`src/design/assert_macros.svh`:
```
// Assertion macros shared by the delay line modules.
// Define NO_ASSERTIONS to compile every check away.
`ifndef ASSERT_MACROS_SVH
`define ASSERT_MACROS_SVH

`ifndef NO_ASSERTIONS

`define ASSERT_AT(lbl, clk, rstn, prop, msg) \
  lbl: assert property (@(posedge clk) disable iff (!rstn) (prop)) else $error(msg);

`define ASSERT_NEVER(lbl, clk, rstn, cond, msg) \
  lbl: assert property (@(posedge clk) disable iff (!rstn) !(cond)) else $error(msg);

`else

`define ASSERT_AT(lbl, clk, rstn, prop, msg)

`define ASSERT_NEVER(lbl, clk, rstn, cond, msg)

`endif

`endif

```
`src/design/fdl_pkg.sv`:
```
`timescale 1ns / 1ps
// Package of the fractional delay line: command codes, queue item type, states.
// No dependencies.
package fdl_pkg;

  localparam int unsigned DefaultDepth = 1024;
  localparam int unsigned QueueDepth   = 4;

  localparam logic [1:0] CMD_WRITE = 2'd0;
  localparam logic [1:0] CMD_READ  = 2'd1;
  localparam logic [1:0] CMD_CLEAR = 2'd2;

  typedef enum logic [1:0] {
    KIND_WRITE,
    KIND_READ,
    KIND_CLEAR
  } kind_e;

  typedef struct packed {
    kind_e              kind;
    logic signed [15:0] sample;
    logic [15:0]        index;
    logic [15:0]        frac;
  } item_t;

  typedef enum logic [3:0] {
    S_IDLE,
    S_READ,
    S_COEF,
    S_MUL1,
    S_ADD1,
    S_MUL2,
    S_ADD2,
    S_MUL3,
    S_OUT
  } state_e;

endpackage

```
`src/design/fdl_fifo.sv`:
```
`timescale 1ns / 1ps
// Short item queue between the decoder and the execution unit.
// Depends on fdl_pkg and assert_macros.svh.
`include "assert_macros.svh"
module fdl_fifo import fdl_pkg::*; (
  input  logic  clk_i,
  input  logic  rst_ni,
  input  logic  push_i,
  input  item_t item_i,
  output logic  full_o,
  input  logic  pop_i,
  output logic  valid_o,
  output item_t item_o
);

  localparam int unsigned PtrW = $clog2(QueueDepth);
  localparam int unsigned CntW = $clog2(QueueDepth + 1);

  item_t           slot_q [QueueDepth];
  logic [PtrW-1:0] wr_ptr_q, wr_ptr_d;
  logic [PtrW-1:0] rd_ptr_q, rd_ptr_d;
  logic [CntW-1:0] count_q, count_d;

  assign full_o  = (count_q == CntW'(QueueDepth));
  assign valid_o = (count_q != '0);
  assign item_o  = slot_q[rd_ptr_q];

  always_comb begin
    wr_ptr_d = push_i ? wr_ptr_q + 1'b1 : wr_ptr_q;
    rd_ptr_d = pop_i ? rd_ptr_q + 1'b1 : rd_ptr_q;
    count_d  = count_q;
    if (push_i && !pop_i) begin
      count_d = count_q + 1'b1;
    end else if (pop_i && !push_i) begin
      count_d = count_q - 1'b1;
    end
  end

  always_ff @(posedge clk_i or negedge rst_ni) begin
    if (!rst_ni) begin
      wr_ptr_q <= '0;
      rd_ptr_q <= '0;
      count_q  <= '0;
    end else begin
      wr_ptr_q <= wr_ptr_d;
      rd_ptr_q <= rd_ptr_d;
      count_q  <= count_d;
    end
  end

  always_ff @(posedge clk_i) begin
    if (push_i) begin
      slot_q[wr_ptr_q] <= item_i;
    end
  end

  `ASSERT_NEVER(a_no_overflow, clk_i, rst_ni, push_i && full_o, "queue push while full")
  `ASSERT_NEVER(a_no_underflow, clk_i, rst_ni, pop_i && !valid_o, "queue pop while empty")

endmodule

```
`config.mk`:
```
export PLATFORM = sky130hd
export DESIGN_NAME = fdl_fifo
export DESIGN_NICKNAME = d
export VERILOG_FILES = /design/src/design/fdl_pkg.sv /design/src/design/fdl_fifo.sv
export VERILOG_INCLUDE_DIRS = /design/src /design/src/design
export SDC_FILE = /design/constraint.sdc
export NUM_CORES = 1
export LEC_CHECK = 0
export BUFFER_PORTS_ARGS = -buffer_cell sky130_fd_sc_hd__buf_2
export CAP_MARGIN = 40
export CORE_ASPECT_RATIO = 1.2
export CORE_MARGIN = 5
export CORE_UTILIZATION = 40
export DETAILED_ROUTE_END_ITERATION = 10
export PLACE_DENSITY_LB_ADDON = 0.15
export SKIP_CTS_REPAIR_TIMING = 1
export SYNTH_ARGS = -nofsm -noshare
export SYNTH_HDL_FRONTEND = slang
export SYNTH_SLANG_ARGS = --single-unit
```
`constraint.sdc`:
```
create_clock -name clk_i -period 3.1 [get_ports clk_i]
set_clock_uncertainty 0.05 [all_clocks]
set_input_delay 0.62 -clock clk_i [delete_from_list [all_inputs] [get_ports clk_i]]
set_output_delay 0.62 -clock clk_i [all_outputs]
set_load 0.01 [all_outputs]
```
* After elaboration in Yosys (flattened, before gate mapping)
Memory sizes are Yosys's and may differ from the RTL's. Cells that the tools add are included.
Storage, ports and cells: memories 1, output and inout port bits 52, logic and storage cells 19, bits in writable memories 200, register bits 7
Memories:
- slot_q | depth 4, bits a word 50, rd ports 1, clocked after memory_dff 0, wr ports 1, RTL line fdl_fifo.sv:19 | item_t slot_q [QueueDepth];
Operators by class: eq/ne operators 1, muxes and demuxes 4, add/sub/neg operators 4, reduce and logical (&&, ||, !) cells 6
Operators with widths (number):
- two-way mux 3 bit | 2
- adder 2 x 1 -> 2 bit, second input constant | 2
- adder 3 x 1 -> 3 bit, second input constant | 1
- equality test 3 bit, second input constant | 1
- nonzero test 3 bit | 1
- subtractor 3 x 1 -> 3 bit, second input constant | 1
- logical AND 1 bit | 2
- zero test 1 bit | 2
- two-way mux 1 bit | 2
- nonzero test 2 bit | 1

* Longest topological paths before layout
Gate-level depths: netlist of run 1.
word-level depth 4, gate-level depth with buffers 7, gate-level depth less buffers 7

* Least setup slack after synthesis of run 1
Ideal clock, no wire load.
path type input -> register, from input port push_i, to memory slot_q[1][0] in the netlist's numbering, enable pin, arrival 1814 ps, slack 823 ps, stages on the path 1, path through and2_1
Between the ends: cells in the longest elaborated chain, start to end 2
RTL lines:
- start, declared | RTL line fdl_fifo.sv:8 | input logic push_i,
- two-way mux 1 bit | RTL line fdl_fifo.sv:52 | if (push_i) begin
- two-way mux 1 bit (implied by the code) | RTL line fdl_fifo.sv:53 | slot_q[wr_ptr_q] <= item_i;
- end, declared | RTL line fdl_fifo.sv:19
No other way between the ends.

==> summary.md, run 1 <==
| Metric | Value |
|---|---|
| Synth Warn # | 0 |
| Slowest cell on crit path | dfrtp_4 |
| Placed cell areas | 0.008557 mm² |
| Crit path required time | 2.43 ns |
| Aggregate global-route resource usage | 12.88% |
| IO buf count | 105 |
| Clock power frac | 27.1% |
| Critical path buffers and inverters | 2 |
| Clock root buffer | clkbuf_16 |
| Max-Cap Viols | 0 |
| Critical Path AT | 2.09 ns |
| Die H | 161.7 µm |
| DRT Pass-1 Iters | 4 |
| First-pass GRT wire length | 21.69 mm |
| Worst setup SP type | register |
| Int Pwr | 6.290 mW |
| Die ar. | 0.02206 mm² |
| Rel. slew slack | 61.67% |
| Run status | finished clean |
| Mean Syn Cell Area | 25.92 µm² |
| Critical path type | reg2out |
| Dominant cell type by area after synthesis | edfxtp_1 |
| Max Slew Vio Count | 0 |
| Yosys cell types | 20 |
| Final Cell Area | 0.009238 mm² |
| Synth top area share | 78.29% |
| DRT antenna net count | 0 |
| # H-tree levels | 1 |
| Final WL | 14.06 mm |
| Via/cell ratio | 4.866 |
| Iter 0 DRT Violations | 151 |
| Critical path's largest stage delay | 0.64 ns |
| Die Wd | 136.4 µm |
| Gpl congestion | 0.6888 |
| CTS tree | yes |
| Vias in the first global route | 3860 |
| Reg clk slew, reported paths | 0.06 ns |
| HP Class | in2reg |
| Seq pwr share | 44.9% |
| Setup tns final | 0 ns |
| I/O pins | 106 |
| Nets | 490 |
| Critical path fanouts, max | 14 |
| Reg area | 0.006186 mm² |
| Comb pwr share | 28.0% |
| Starting Density | 40.68% |
| Mapped cell area | 0.007671 mm² |
| Drt wl/cell | 20.09 µm |
| RSZ-0062 raised after global routing | false |
| Fmax achieved | 362.8 MHz |
| Dpl cells | 661 |
| Total number of vias | 3406 |
| Fillcell total | 1608 |
| N_diodes | 0 |
| Cell count after synthesis | 296 |
| Power Density | 943.9 mW/mm² |
| Largest net degree at the start of global routing | 30 |
| Finished Layout Cells | 700 |
| Area of the multi-input gates | 0.001340 mm² |
| CP Cell Sequence | buf_4, mux4_1, buf_2 |
| DRC | 0 |
| Layout cell share with drive strength beyond 1 | 46.40% |
| Final setup viols | 0 |
| P&R area growth vs syn | 20.42% |
| Minimum clock period | 2.757 ns |
| Worst VDD drop | 0.5638 mV |
| Actual slew at the worst max-slew pin | 0.5749 ns |
| Utilization of the core after routing | 48.99% |
| Core footprint | 0.01886 mm² |
| Syn Nets | 356 |
| Detail Placement HPWL | 8.762 mm |
| CP top delay family | flip-flops |
| Worst skew pair latency | 0.49 ns |
| Inserted Clock Buffers | 21 |
| Initial antenna violation count | 1 |
| Pleak | 3.202 nW |
| Core Rows | 55 |
| Switching power | 2.429 mW |
| Total grt overflow | 0 |
| Clock sinks | 207 |
| Fraction of the yosys area taken by sequential cells | 80.57% |
| #FFs+latches synth | 207 |
| Switching Fraction | 27.86% |
| Worst Setup End Kind | output pin |
| Hold WS | 0.2911 ns |
| Count of final hold-check violations | 0 |
| Clock Tree Buf Depth | 3 |
| Final period util | 88.92% |
| Top cells by area, synth | edfxtp_1 78%, mux4_2 14%, dfrtp_1 2.3% |
## cell usage after synthesis (all sizes together)
cell type,number
and2,4
buf,11
clkbuf,1
dfrtp,7
edfxtp,200
fa,1
ha,5
inv,4
mux2,1
mux4,50
nand2,2
nor2,1
nor3b,1
o21ai,1
or3,1
xnor2,2
xor2,4
## cell usage in the layout, fill, tap and decap left out, drive strengths merged
master / n
and2: 4
buf: 122
bufinv: 1
clkbuf: 30
clkinv: 5
dfrtp: 7
dlygate4sd3: 1
edfxtp: 200
fa: 1
ha: 5
inv: 5
mux2: 1
mux4: 50
nand2: 2
nor2: 1
nor3b: 1
o21ai: 1
or3: 1
xnor2: 2
xor2: 4
## kinds of logic (layout without fill, tap and decap cells)
| kind of cell | after synthesis | in the layout | synth area share, % |
|---|---|---|---|
| fa+ha+maj | 6 | 6 | 1.077 |
| xor+xnor | 6 | 6 | 0.6850 |
| compound gates | 1 | 1 | 0.06518 |
| buf+inv | 16 | 164 | 2.022 |
| mux | 51 | 51 | 14.92 |
| simple gates | 9 | 9 | 0.6524 |
| flops | 207 | 207 | 80.57 |
## area by class of cell
cell class	count	share of cell area (%)
Sequential cell	207	66.96
Clock buffer	30	6.380
Inverter	4	0.1625
Clock inverter	7	0.6637
Timing Repair Buffer	123	7.856
Tap cell	256	3.467
Multi-Input combinational cell	73	14.51
## registers in the layout, summed over array words and instances (netlist names)
register / count
count_q: 3
wr_ptr_q: 2
rd_ptr_q: 2
slot_q: 200
## stage by stage
step	worst slack (ns)	power, mW
after global routing	0.2199	9.194
after CTS	0.07266	8.889
after detailed placement	0.6072	6.495
final	0.3435	8.720
after global placement	0.5938	6.456
after floorplan	0.8229	5.564
## power groups by stage
stage                     combinational, mW  clock [mW]  sequential (mW)
after floorplan                        1.73           0             3.83
after global placement                 2.45           0             4.01
after detailed placement               2.46           0             4.03
after CTS                              2.47        2.44             3.98
after global routing                   2.67        2.56             3.97
final                                  2.45        2.36             3.91
## worst paths after layout
check	slack [ns]	endpoint	start	cells past startpoint
max	0.34	item_o[36]	rd_ptr_q[0]$_DFFE_PN0P_	3
min	0.29	slot_q[3][21]$_DFFE_PP_	item_i[21]	1
max reg2reg	1.22	slot_q[2][49]$_DFFE_PP_	wr_ptr_q[0]$_DFFE_PN0P_	4
min reg2reg	0.43	count_q[2]$_DFFE_PN0P_	count_q[2]$_DFFE_PN0P_	1
max in group asynchronous	2.37	rd_ptr_q[0]$_DFFE_PN0P_	rst_ni	2
min in group asynchronous	0.44	count_q[2]$_DFFE_PN0P_	rst_ni	2
## metal layers
layer | vias up | track usage [%] | share of wire [%] | routed length (µm)
met1 | 1769 | 15.61 | 40 | 5563
met4 | 2 | 3.804 | 2.1 | 301
met2 | 80 | 22.89 | 53 | 7414
met3 | 28 | 3.036 | 5.5 | 768
li1 | 1527 | - | - | -
met5 | - | 0 | 0.092 | 13
Note: power is estimated with default switching activity, not from simulation.
==> run 2: changes to the inputs <==
Settings changed: RECOVER_POWER set to 100.
==> run 2 against run 1 <==
  * The flow now finishes with violations (capacitance limit, slew limit)
  * Sequential power about the same
  * Cell count stayed put
  * Non-clock buffer count unchanged
==> summary.md, run 2 (synthesis results as in run 1) <==
| Metric | Value |
|---|---|
| Reg clk slew, reported paths | 0.06 ns |
| # H-tree levels | 1 |
| WL met3 | 756 µm |
| Setup tns final | 0 ns |
| Critical path fanouts, max | 14 |
| Gpl congestion | 0.6888 |
| Metal-1 WL | 5.644 mm |
| Worst setup SP type | register |
| Via/cell ratio | 4.864 |
| Final WL | 14.11 mm |
| CTS tree | yes |
| DRT Pass-1 Iters | 4 |
| Most frequent cells in the layout | 200 x edfxtp_1, 107 x clkbuf_1, 48 x mux4_2, 21 x clkbuf_16, 10 x buf_2 |
| Final setup viols | 0 |
| Hold path start | pop_i |
| Detail Placement HPWL | 8.762 mm |
| Critical path type | reg2out |
| Run status | finished with violations |
| RR Startpoint | wr_ptr_q[1]$_DFFE_PN0P_ |
| Clock root buffer | clkbuf_16 |
| Uppermost layer routed | met5 |
| Worst R2R Path Depth | 4 |
| Clock sinks | 207 |
| Total grt overflow | 0 |
| Max-Cap Viols | 3 |
| First-pass GRT wire length | 21.69 mm |
| Overall Power | 8.596 mW |
| Hold EP | rd_ptr_q[0]$_DFFE_PN0P_ |
| R2R Path End | slot_q[1][48]$_DFFE_PP_ |
| Core footprint | 0.01886 mm² |
| DRT antenna net count | 0 |
| Placed cell areas | 0.008557 mm² |
| Layout cell share with drive strength beyond 1 | 23.42% |
| Total number of vias | 3405 |
| Starting Density | 40.68% |
| Die H | 161.7 µm |
| DRC | 0 |
| Most common cell after layout, fill and taps aside | edfxtp_1 |
| Minimum clock period | 2.837 ns |
| Critical Path AT | 2.17 ns |
| Final period util | 91.53% |
| I/O pins | 106 |
| Actual slew at the worst max-slew pin | 1.993 ns |
| Max Slew Vio Count | 79 |
| Biggest regs | slot_q: 200 flops, count_q: 3 flops |
| P&R area growth vs syn | 18.24% |
| HP Class | in2reg |
| Power Density | 947.8 mW/mm² |
| R2R setup slack | 0.42 ns |
| Largest net degree at the start of global routing | 30 |
| Max FFs per register | 200 |
| Biggest register | slot_q |
| Crit path required time | 2.43 ns |
| Fmax achieved | 352.4 MHz |
| Failing checks | capacitance limit, slew limit |
| IO buf count | 105 |
| RSZ-0062 raised after global routing | false |
| Aggregate global-route resource usage | 12.88% |
| Finished Layout Cells | 700 |
| Die Wd | 136.4 µm |
| Die ar. | 0.02206 mm² |
| Drt wl/cell | 20.15 µm |
| Worst Setup End Kind | output pin |
| Final Cell Area | 0.009070 mm² |
| Clock Tree Buf Depth | 3 |
| Initial antenna violation count | 1 |
| Fillcell total | 1647 |
| N_diodes | 0 |
| Count of final hold-check violations | 0 |
| Dpl cells | 661 |
| Iter 0 DRT Violations | 142 |
| Core Rows | 55 |
| Pleak | 2.908 nW |
| Worst VDD drop | 0.5598 mV |
| Rel. slew slack | -32.87% |
| Hold Path Cell Cnt | 2 |
| Vias in the first global route | 3860 |
| Inserted Clock Buffers | 21 |
| Met2 Wirelength | 7.392 mm |
| Worst skew pair latency | 0.49 ns |
| Nets | 490 |
-- run 2: changes by cell type in the layout (fill, tap and decap cells not counted) --
cell,previous run,this run
clkbuf_1,6,107
clkbuf_2,0,5
buf_4,12,2
and2_2,4,3
buf_2,105,10
and2_0,0,1
buf_12,5,4
-- run 2: worst max-delay path: stages, from the launching register on --
cell and delay (ns):
dfrtp_4 0.64, clkbuf_2 0.32, mux4_1 0.58, clkbuf_1 0.14
-- run 2: through the flow --
step                      util, %  worst slack (ns)  hold WS (ns)
after floorplan                 -            0.8229        0.2744
after global placement      45.38            0.5938        0.4097
after detailed placement    45.38            0.6072        0.4108
after CTS                   48.83           0.07266       -0.1234
after global routing        48.10            0.1406        0.2953
final                       48.10            0.2626        0.3008
-- run 2: power by group --
group	internal [mW]	switching (mW)
clock	1.40	0.958
sequential	3.69	0.247
combinational	1.06	1.24
total	6.15	2.44
-- run 2: layer usage --
metal,vias to the layer above,track usage [%]
met5,-,0
met1,1769,15.61
met4,2,3.804
met3,28,3.036
li1,1526,-
met2,80,22.89
-- run 2: worst max path at each step --
stage / start / to / slack, ns / cells after the start
after floorplan: push_i / slot_q[1][0]$_DFFE_PP_ / 0.82 / 1
after global placement: rd_ptr_q[0]$_DFFE_PN0P_ / item_o[36] / 0.59 / 3
after detailed placement: rd_ptr_q[0]$_DFFE_PN0P_ / item_o[36] / 0.61 / 3
after CTS: rd_ptr_q[0]$_DFFE_PN0P_ / item_o[36] / 0.07 / 3
after global routing: rd_ptr_q[0]$_DFFE_PN0P_ / item_o[36] / 0.14 / 3
final: rd_ptr_q[0]$_DFFE_PN0P_ / item_o[36] / 0.26 / 3
-- run 2: layout make-up --
| type | instances | area, µm² | area share (%) |
|---|---|---|---|
| Clock buffer | 30 | 589.3 | 6.497 |
| Clock inverter | 7 | 61.31 | 0.6760 |
| Inverter | 4 | 15.01 | 0.1655 |
| Multi-Input combinational cell | 73 | 1339 | 14.76 |
| Sequential cell | 207 | 6186 | 68.20 |
| Tap cell | 256 | 320.3 | 3.532 |
| Timing Repair Buffer | 123 | 559.3 | 6.166 |
